===== src/hdl/sdsm_pkg.sv =====
`timescale 1ns / 1ps
// shared constants, command codes and controller/datapath bundles
// for the squared-difference string matcher; no dependencies

package sdsm_pkg;

   localparam int MAX_PATTERN = 32;
   localparam int PAT_IDX_W   = $clog2(MAX_PATTERN);
   localparam int LEN_W       = 6;
   localparam int SYM_W       = 8;
   localparam int CMD_W       = 2;
   localparam int POS_W       = 32;
   localparam int SQ_W        = 2 * SYM_W;
   localparam int DIST_W      = 21;

   // largest sum the pattern can give: every byte off by 255
   localparam logic [DIST_W-1:0] DIST_BOUND = DIST_W'(MAX_PATTERN * 255 * 255);

   localparam logic [LEN_W-1:0] LEN_MIN = LEN_W'(1);
   localparam logic [LEN_W-1:0] LEN_MAX = LEN_W'(MAX_PATTERN);

   localparam logic [CMD_W-1:0] CMD_LOAD    = 2'd0;
   localparam logic [CMD_W-1:0] CMD_TEXT    = 2'd1;
   localparam logic [CMD_W-1:0] CMD_RESTART = 2'd2;

   typedef struct packed {
      logic                 load;
      logic                 text;
      logic                 restart;
      logic                 issue;
      logic [PAT_IDX_W-1:0] rd_idx;
      logic                 mul_en;
      logic                 acc_en;
      logic                 load_out;
   } sdsm_cmd_type;

   typedef struct packed {
      logic                 hit;
      logic [PAT_IDX_W-1:0] len_m1;
      logic                 out_free;
   } sdsm_status_type;

endpackage


===== src/hdl/sdsm_ifs.sv =====
`timescale 1ns / 1ps
// valid/ready channel interfaces for request, response and csr write
// depends on sdsm_pkg

interface sdsm_req_if import sdsm_pkg::*; ();
   logic                 valid;
   logic                 ready;
   logic [CMD_W-1:0]     cmd;
   logic [SYM_W-1:0]     symbol;
   logic [PAT_IDX_W-1:0] pattern_index;

   modport source (output valid, cmd, symbol, pattern_index, input ready);
   modport sink   (input valid, cmd, symbol, pattern_index, output ready);
endinterface

interface sdsm_rsp_if import sdsm_pkg::*; ();
   logic              valid;
   logic              ready;
   logic              match;
   logic [POS_W-1:0]  start_position;
   logic [DIST_W-1:0] distance;

   modport source (output valid, match, start_position, distance, input ready);
   modport sink   (input valid, match, start_position, distance, output ready);
endinterface

interface sdsm_csr_if import sdsm_pkg::*; ();
   logic             valid;
   logic             ready;
   logic [LEN_W-1:0] data;

   modport source (output valid, data, input ready);
   modport sink   (input valid, data, output ready);
endinterface


===== src/hdl/squared_difference_string_match.sv =====
`timescale 1ns / 1ps
// Squared-difference string matcher. Pattern loads (cmd 0), restarts (cmd 2) and
// the unused code are each completed in the cycle that accepts them. A text byte
// (cmd 1) that completes a window of pattern_length bytes occupies the block from
// its acceptance to the next: after it is accepted, the controller walks the
// pattern byte by byte through a single 8x8 squarer and a 21-bit accumulator,
// then drains the two-stage read/multiply pipeline and loads the result
// register. That load waits for as long as an earlier result has not been taken.
// A text byte that does not yet fill the window completes when it is accepted.
// The result register lets a new item be accepted while a result waits.
// The csr write port is always ready; write it only while the block is idle.
// Depends on sdsm_pkg, sdsm_ifs, sdsm_ctrl and sdsm_datapath.

module squared_difference_string_match import sdsm_pkg::*; (
   input  logic      clock,
   input  logic      reset,
   sdsm_req_if.sink  req_chan,
   sdsm_rsp_if.source rsp_chan,
   sdsm_csr_if.sink  csr_chan
);

   sdsm_cmd_type    cmd;
   sdsm_status_type status;

   sdsm_ctrl u_ctrl (
      .clock     (clock),
      .reset     (reset),
      .req_valid (req_chan.valid),
      .req_cmd   (req_chan.cmd),
      .req_ready (req_chan.ready),
      .status    (status),
      .cmd       (cmd)
   );

   sdsm_datapath u_datapath (
      .clock              (clock),
      .reset              (reset),
      .cmd                (cmd),
      .status             (status),
      .req_symbol         (req_chan.symbol),
      .req_pattern_index  (req_chan.pattern_index),
      .csr_valid          (csr_chan.valid),
      .csr_data           (csr_chan.data),
      .csr_ready          (csr_chan.ready),
      .rsp_valid          (rsp_chan.valid),
      .rsp_ready          (rsp_chan.ready),
      .rsp_match          (rsp_chan.match),
      .rsp_start_position (rsp_chan.start_position),
      .rsp_distance       (rsp_chan.distance)
   );

endmodule


===== src/hdl/sdsm_ctrl.sv =====
`timescale 1ns / 1ps
// sequencer: accepts items, steps through the pattern one byte a cycle,
// tracks the read/multiply/accumulate pipeline; depends on sdsm_pkg

module sdsm_ctrl import sdsm_pkg::*; (
   input  logic            clock,
   input  logic            reset,
   input  logic            req_valid,
   input  logic [CMD_W-1:0] req_cmd,
   output logic            req_ready,
   input  sdsm_status_type status,
   output sdsm_cmd_type    cmd
);

   typedef enum logic [2:0] {
      S_IDLE  = 3'b001,
      S_RUN   = 3'b010,
      S_DRAIN = 3'b100
   } state_type;

   state_type            state_ff, state_in;
   logic [PAT_IDX_W-1:0] k_ff, k_in;
   logic                 v1_ff, v1_in;
   logic                 v2_ff, v2_in;
   logic                 accept;

   assign req_ready = (state_ff == S_IDLE);
   assign accept    = req_valid && req_ready;

   always_comb begin
      state_in     = state_ff;
      k_in         = k_ff;
      cmd          = '0;
      cmd.load     = accept && (req_cmd == CMD_LOAD);
      cmd.text     = accept && (req_cmd == CMD_TEXT);
      cmd.restart  = accept && (req_cmd == CMD_RESTART);
      cmd.rd_idx   = k_ff;
      cmd.mul_en   = v1_ff;
      cmd.acc_en   = v2_ff;
      unique case (state_ff)
         S_IDLE: begin
            if (cmd.text && status.hit) begin
               state_in = S_RUN;
               k_in     = '0;
            end
         end
         S_RUN: begin
            cmd.issue = 1'b1;
            if (k_ff == status.len_m1) begin
               state_in = S_DRAIN;
            end else begin
               k_in = k_ff + 1'b1;
            end
         end
         S_DRAIN: begin
            // sum is final once both pipeline stages are empty
            if (!v1_ff && !v2_ff && status.out_free) begin
               cmd.load_out = 1'b1;
               state_in     = S_IDLE;
            end
         end
         default: state_in = S_IDLE;
      endcase
   end

   assign v1_in = cmd.issue;
   assign v2_in = v1_ff;

   always_ff @(posedge clock) begin
      if (reset) begin
         state_ff <= S_IDLE;
         k_ff     <= '0;
         v1_ff    <= 1'b0;
         v2_ff    <= 1'b0;
      end else begin
         state_ff <= state_in;
         k_ff     <= k_in;
         v1_ff    <= v1_in;
         v2_ff    <= v2_in;
      end
   end

endmodule


===== src/hdl/sdsm_datapath.sv =====
`timescale 1ns / 1ps
// pattern memory, text window, counters, squared-difference unit,
// accumulator and result register; depends on sdsm_pkg

module sdsm_datapath import sdsm_pkg::*; (
   input  logic                 clock,
   input  logic                 reset,
   input  sdsm_cmd_type         cmd,
   output sdsm_status_type      status,
   input  logic [SYM_W-1:0]     req_symbol,
   input  logic [PAT_IDX_W-1:0] req_pattern_index,
   input  logic                 csr_valid,
   input  logic [LEN_W-1:0]     csr_data,
   output logic                 csr_ready,
   output logic                 rsp_valid,
   input  logic                 rsp_ready,
   output logic                 rsp_match,
   output logic [POS_W-1:0]     rsp_start_position,
   output logic [DIST_W-1:0]    rsp_distance
);

   logic [LEN_W-1:0]     plen_ff;
   logic [LEN_W-1:0]     len;
   logic [PAT_IDX_W-1:0] len_m1;
   logic [SYM_W-1:0]     pat_mem [MAX_PATTERN];
   logic [SYM_W-1:0]     window_ff [MAX_PATTERN];
   logic [POS_W-1:0]     count_ff, count_in;
   logic [LEN_W-1:0]     fill_ff, fill_in, fill_next;
   logic [POS_W-1:0]     start_ff;
   logic [SYM_W-1:0]     pat_rd_ff;
   logic [SYM_W-1:0]     win_rd_ff;
   logic [SYM_W-1:0]     diff;
   logic [SQ_W-1:0]      sq_ff;
   logic [DIST_W-1:0]    acc_ff, acc_in;
   logic                 out_valid_ff, out_valid_in;
   logic                 out_match_ff;
   logic [POS_W-1:0]     out_start_ff;
   logic [DIST_W-1:0]    out_dist_ff;

   assign csr_ready = 1'b1;

   // a length of zero acts as one, anything above the store size as the size
   always_comb begin
      if (plen_ff < LEN_MIN) begin
         len = LEN_MIN;
      end else if (plen_ff > LEN_MAX) begin
         len = LEN_MAX;
      end else begin
         len = plen_ff;
      end
   end
   assign len_m1 = PAT_IDX_W'(len - LEN_MIN);

   assign fill_next = (fill_ff == LEN_MAX) ? fill_ff : fill_ff + 1'b1;

   assign status.hit      = (fill_next >= len);
   assign status.len_m1   = len_m1;
   assign status.out_free = !out_valid_ff || rsp_ready;

   always_comb begin
      count_in = count_ff;
      fill_in  = fill_ff;
      if (cmd.restart) begin
         count_in = '0;
         fill_in  = '0;
      end else if (cmd.text) begin
         count_in = count_ff + 1'b1;
         fill_in  = fill_next;
      end
   end

   always_ff @(posedge clock) begin
      if (reset) begin
         plen_ff  <= LEN_MIN;
         count_ff <= '0;
         fill_ff  <= '0;
      end else begin
         if (csr_valid) begin
            plen_ff <= csr_data;
         end
         count_ff <= count_in;
         fill_ff  <= fill_in;
      end
   end

   // pattern memory: one write port, one registered read port
   always_ff @(posedge clock) begin
      if (cmd.load) begin
         pat_mem[req_pattern_index] <= req_symbol;
      end
      if (cmd.issue) begin
         pat_rd_ff <= pat_mem[cmd.rd_idx];
      end
   end

   // entry 0 holds the newest text byte
   always_ff @(posedge clock) begin
      if (cmd.text) begin
         window_ff[0] <= req_symbol;
         for (int i = 1; i < MAX_PATTERN; i++) begin
            window_ff[i] <= window_ff[i-1];
         end
      end
      if (cmd.issue) begin
         win_rd_ff <= window_ff[len_m1 - cmd.rd_idx];
      end
   end

   // start = count after this byte minus length
   always_ff @(posedge clock) begin
      if (cmd.text) begin
         start_ff <= count_ff - POS_W'(len_m1);
      end
   end

   assign diff = (win_rd_ff > pat_rd_ff) ? win_rd_ff - pat_rd_ff : pat_rd_ff - win_rd_ff;

   always_ff @(posedge clock) begin
      if (cmd.mul_en) begin
         sq_ff <= diff * diff;
      end
   end

   // the sum never exceeds the 21-bit range, so no clamp is needed
   always_comb begin
      acc_in = acc_ff;
      if (cmd.text) begin
         acc_in = '0;
      end else if (cmd.acc_en) begin
         acc_in = acc_ff + DIST_W'(sq_ff);
      end
   end

   always_ff @(posedge clock) begin
      acc_ff <= acc_in;
   end

   always_comb begin
      out_valid_in = out_valid_ff;
      if (cmd.load_out) begin
         out_valid_in = 1'b1;
      end else if (rsp_ready) begin
         out_valid_in = 1'b0;
      end
   end

   always_ff @(posedge clock) begin
      if (reset) begin
         out_valid_ff <= 1'b0;
      end else begin
         out_valid_ff <= out_valid_in;
      end
   end

   always_ff @(posedge clock) begin
      if (cmd.load_out) begin
         out_match_ff <= (acc_ff == '0);
         out_start_ff <= start_ff;
         out_dist_ff  <= acc_ff;
      end
   end

   assign rsp_valid          = out_valid_ff;
   assign rsp_match          = out_match_ff;
   assign rsp_start_position = out_start_ff;
   assign rsp_distance       = out_dist_ff;

endmodule


===== src/flat_wrapper.sv =====
// flat-port wrapper written by rule: the top's interface ports become plain ports
module squared_difference_string_match_flat import sdsm_pkg::*;
  (clock, reset, req_chan_valid, req_chan_cmd, req_chan_symbol, req_chan_pattern_index, req_chan_ready, rsp_chan_valid, rsp_chan_match, rsp_chan_start_position, rsp_chan_distance, rsp_chan_ready, csr_chan_valid, csr_chan_data, csr_chan_ready);
  sdsm_req_if req_chan_i ();
  sdsm_rsp_if rsp_chan_i ();
  sdsm_csr_if csr_chan_i ();
  input  logic clock;
  input  logic reset;
  input wire logic [$bits(req_chan_i.valid)-1:0] req_chan_valid;
  input wire logic [$bits(req_chan_i.cmd)-1:0] req_chan_cmd;
  input wire logic [$bits(req_chan_i.symbol)-1:0] req_chan_symbol;
  input wire logic [$bits(req_chan_i.pattern_index)-1:0] req_chan_pattern_index;
  output wire logic [$bits(req_chan_i.ready)-1:0] req_chan_ready;
  output wire logic [$bits(rsp_chan_i.valid)-1:0] rsp_chan_valid;
  output wire logic [$bits(rsp_chan_i.match)-1:0] rsp_chan_match;
  output wire logic [$bits(rsp_chan_i.start_position)-1:0] rsp_chan_start_position;
  output wire logic [$bits(rsp_chan_i.distance)-1:0] rsp_chan_distance;
  input wire logic [$bits(rsp_chan_i.ready)-1:0] rsp_chan_ready;
  input wire logic [$bits(csr_chan_i.valid)-1:0] csr_chan_valid;
  input wire logic [$bits(csr_chan_i.data)-1:0] csr_chan_data;
  output wire logic [$bits(csr_chan_i.ready)-1:0] csr_chan_ready;
  assign req_chan_i.valid = req_chan_valid;
  assign req_chan_i.cmd = req_chan_cmd;
  assign req_chan_i.symbol = req_chan_symbol;
  assign req_chan_i.pattern_index = req_chan_pattern_index;
  assign req_chan_ready = req_chan_i.ready;
  assign rsp_chan_valid = rsp_chan_i.valid;
  assign rsp_chan_match = rsp_chan_i.match;
  assign rsp_chan_start_position = rsp_chan_i.start_position;
  assign rsp_chan_distance = rsp_chan_i.distance;
  assign rsp_chan_i.ready = rsp_chan_ready;
  assign csr_chan_i.valid = csr_chan_valid;
  assign csr_chan_i.data = csr_chan_data;
  assign csr_chan_ready = csr_chan_i.ready;
  squared_difference_string_match u_core (.clock(clock), .reset(reset), .req_chan(req_chan_i), .rsp_chan(rsp_chan_i), .csr_chan(csr_chan_i));
endmodule

===== config.mk =====
export PLATFORM = sky130hd
export DESIGN_NAME = squared_difference_string_match_flat
export DESIGN_NICKNAME = d
export VERILOG_FILES = /design/src/hdl/sdsm_pkg.sv /design/src/hdl/sdsm_ifs.sv /design/src/hdl/squared_difference_string_match.sv /design/src/hdl/sdsm_ctrl.sv /design/src/hdl/sdsm_datapath.sv /design/src/flat_wrapper.sv
export SDC_FILE = /design/constraint.sdc
export NUM_CORES = 1
export LEC_CHECK = 0
export BUFFER_PORTS_ARGS = -buffer_cell sky130_fd_sc_hd__buf_2
export CORE_ASPECT_RATIO = 2
export CORE_MARGIN = 2
export CORE_UTILIZATION = 55
export CTS_CLUSTER_DIAMETER = 40
export DETAILED_ROUTE_END_ITERATION = 16
export GPL_TIMING_DRIVEN = 0
export PLACE_DENSITY = 0.72
export SLEW_MARGIN = 10
export SYNTH_ARGS = -nofsm -noshare
export SYNTH_HDL_FRONTEND = slang
export SYNTH_SLANG_ARGS = --single-unit

===== constraint.sdc =====
create_clock -name clock -period 31.1 [get_ports clock]
set_input_delay 0 -clock clock [delete_from_list [all_inputs] [get_ports clock]]
set_output_delay 0 -clock clock [all_outputs]
set_load 0.02 [all_outputs]

==> out/summary.txt <==
Reg2Reg Depth -> 26
CTS sink cnt -> 705
Hold endpoint -> u_core.u_ctrl.state_ff[0]$_SDFFE_PP1P_
Die width -> 170 um
First-pass GRT wire length -> 93.3 mm
RSZ-0062 raised after global routing -> no
Sw Share -> 22.3%
Worst Hold Launch -> req_chan_cmd[0]
Wirelength per Cell -> 22.5 um
Synth Area per Inst -> 16.9 um2
CTS tree -> done
Congestion Overflow GR -> 0
Register area share after synthesis -> 67.4%
Initial DRT Pass Iterations -> 5
Number of synthesized flops with an enable pin -> 629
Min-Delay Path Class -> in2reg
Initial antenna violation count -> 0
DRT antenna net count -> 0
MaxCap Viol Count -> 0
Critical path's slowest cell -> fa_1
Cells after DPL -> 2552
Final cell count without fillers -> 2698
Clock Root Buffer -> clkbuf_16
Cell Area, Synth -> 30300 um2
Clock latency on the worst-skew pair -> 0.62 ns
Mapped Nets -> 1926
Synth Instances -> 1790
Yosys reg bits -> 705
Antenna cells -> 0
Reg2reg end -> u_core.u_datapath.sq_ff[13]$_DFFE_PP_
Worst-Margin Slew -> 1.21 ns
Post-synth top area cell -> edfxtp_1
DRC -> 0
Final Wtd Congestion -> 0.848
Worst Path Required -> 31.48 ns
Yosys top cell area share -> 62.4%
Fmax -> 132 MHz
Layout area overhead -> 12.5%
CP max stage delay -> 0.56 ns
Worst hold stages -> 4
Dpl hpwl -> 42.6 mm
Final setup vio count -> 0
Flop2flop setup slack -> 23.51 ns
Worst Setup End Kind -> register
CP Class -> reg2reg
Die height -> 336 um
Number of synthesis warnings -> 0
Place WS -> 23.51 ns
Top cell by count, worst path -> fa_1
Total negative slack -> 0 ns
Slew Limit Headroom -> 19.3%
Fin Hold WS -> 0.0383 ns
Combinational power share -> 7.5%
Synth cell types -> 74
Clock power frac -> 39.6%
DRT iter0 DRCs -> 1277
VDD IR max -> 0.0543 mV
Die area -> 57100 um2
Power per cell area -> 58.5 nW/um2
Share of post-route cells with drive strength above 1 -> 19.8%
Ys async rst share -> 0%
I/O pin count -> 83
CTS H-tree depth -> 2
Crit path DAT -> 7.97 ns
P_leak -> 11.8 nW
Row count -> 121
Final hold viol count -> 0
Initial Util -> 55.6%
Core Footprint -> 54500 um2
Largest net degree at the start of global routing -> 69
Crit Reg-Reg Startpoint -> u_core.u_datapath.pat_rd_ff[0]$_DFFE_PP_
Non-Filler Cell Area, Final -> 34100 um2
Filler instances -> 3847
Setup WS post-layout -> 23.51 ns
Final worst-path cycle share -> 24.4%
Nets -> 2105
Vias per cell -> 5.91
Switch Pwr -> 444 uW
P_int -> 1.55 mW
Post-cts resize count -> 0
Inserted Clock Buffers -> 61
Global Route Usage Sum -> 21.8%
Clock buffer depth -> 3
I/O Buffers -> 80
Vias in the first global route -> 16657
Setup Buffers After CTS -> 0
Period minus WS final -> 7.59 ns
Via count -> 15943
Reg power frac -> 52.9%
Status -> finished clean
Largest cells by area after synthesis -> edfxtp_1, mux4_2, dfxtp_1
Clock transition at path regs -> 0.07 ns
CP Launch Type -> register
Max Slew Vio Count -> 0
DP Area -> 31700 um2
WL final -> 60.8 mm
CP Max Fanout -> 10
Synth Flop Type -> edfxtp_1
Clk_skew -> 0.0265 ns
## layout make-up
class	count	area (um2)	share of cell area (%)
plain buffers	66	278	0.815
clock buffers	71	1630	4.77
clock inverters	45	459	1.35
inverters	93	349	1.02
multi-input cells	926	9270	27.2
flip-flops and latches	705	20400	59.9
well taps	676	846	2.48
repair buffers	116	851	2.50
## power groups by stage
stage	sequential [mW]	combinational (mW)	clock, mW
2_1_floorplan	1.08	0.0951	0
3_3_place_gp	1.08	0.141	0
3_5_place_dp	1.08	0.147	0
4_1_cts	1.05	0.152	0.806
5_1_grt	1.06	0.160	0.836
6_report	1.05	0.149	0.790
## critical path: cells and delay by family (launching register included)
| family | cells | cell delay [ns] |
|---|---|---|
| mux | 1 | 0.27 |
| simple gates | 5 | 0.97 |
| fa+ha+maj | 7 | 3.20 |
| buf+inv | 3 | 0.25 |
| flops | 1 | 0.40 |
| compound gates | 8 | 1.64 |
| xor+xnor | 2 | 0.61 |
## flip-flops by register name, indices dropped and copies added, names as in the netlist, 5 cells and up
name and cells:
u_core.u_datapath.sq_ff 15, u_core.u_datapath.acc_ff 21, u_core.u_datapath.fill_ff 6, u_core.u_datapath.window_ff 256, u_core.u_datapath.count_ff 32, u_core.u_datapath.rsp_distance 21
u_core.u_datapath.plen_ff 6, u_core.u_datapath.win_rd_ff 8, u_core.u_datapath.pat_mem 256, u_core.u_datapath.rsp_start_position 32, u_core.u_datapath.pat_rd_ff 8, u_core.u_ctrl.k_ff 5
u_core.u_datapath.start_ff 32
## cell usage after synthesis, types with 3 or more instances
cell type / instances
ha_1: 81
o21a_1: 3
nor3_1: 22
or2_2: 9
inv_1: 92
mux2i_1: 23
nor3b_1: 3
buf_1: 19
mux4_2: 160
nor2_1: 155
xor2_1: 53
nand3b_1: 4
fa_1: 29
or4_1: 7
a21oi_1: 44
and3_1: 14
nand2b_1: 10
nor2b_1: 13
a211oi_1: 6
a31oi_1: 4
dfxtp_1: 76
and2_1: 3
xnor2_1: 58
buf_4: 4
nand2_1: 59
nand3_1: 23
o21ai_0: 26
nand4_1: 14
mux2_2: 18
nor4_1: 18
or3_1: 11
edfxtp_1: 629
clkbuf_1: 39
a21o_1: 16
## cells in the final DEF (no fill, tap or decap), drive strengths merged, types with 45 or more instances in the layout
master	netlist	layout
xor2	54	54
ha	81	81
buf	26	112
inv	93	102
a21oi	45	45
mux4	160	160
nor2	156	156
dfxtp	76	76
clkbuf	40	111
nand2	59	59
edfxtp	629	629
xnor2	58	58
## through the flow
step	util, %	power (mW)
final	62.5	1.99
after global routing	62.5	2.05
after CTS	62.5	2.01
after detailed placement	58.2	1.22
after global placement	57.9	1.22
after floorplan	-	1.17
## cells by family (layout without fill, tap and decap cells)
kind of cell	after synthesis	count (layout)	synth area share, %
DFF	705	705	67.4
and+or+nand+nor	380	380	6.19
muxes	201	201	13.3
buffers and inverters	159	391	2.06
AOI/OAI and AO/OA	122	122	2.52
xor gates and xnor gates	112	112	3.26
adders and majority gates	110	110	5.26
other	1	1	0.0124
## repair_timing
item | in CTS | in global routing
hold buffers | 30 | 0
hold endpoints to repair | 281 | 0
endpoints found under the setup margin | 0 | 0
## how the worst max path moves through the flow
stage                                                   from                                      endpoint  slack [ns]  depth (start not counted)
CTS                 u_core.u_datapath.pat_rd_ff[0]$_DFFE_PP_         u_core.u_datapath.sq_ff[13]$_DFFE_PP_       23.48                         26
global placement      u_core.u_ctrl.state_ff[0]$_SDFFE_PP1P_  u_core.u_datapath.window_ff[19][5]$_DFFE_PP_       17.93                          5
global route        u_core.u_datapath.pat_rd_ff[0]$_DFFE_PP_         u_core.u_datapath.sq_ff[13]$_DFFE_PP_       23.05                         26
floorplan             u_core.u_ctrl.state_ff[0]$_SDFFE_PP1P_       u_core.u_datapath.start_ff[0]$_DFFE_PP_       20.88                          5
finish              u_core.u_datapath.pat_rd_ff[0]$_DFFE_PP_         u_core.u_datapath.sq_ff[13]$_DFFE_PP_       23.51                         26
detailed placement  u_core.u_datapath.pat_rd_ff[0]$_DFFE_PP_         u_core.u_datapath.sq_ff[13]$_DFFE_PP_       23.51                         26
## per-layer routing
metal	vias up	global-route usage [%]	part of all wire, %
met3	152	2.67	3.8
li1	7244	-	-
met1	8102	22.5	34
met5	-	0	0
met2	445	42.3	57
met4	0	11.5	5.5
(Power assumes the default switching activity.)
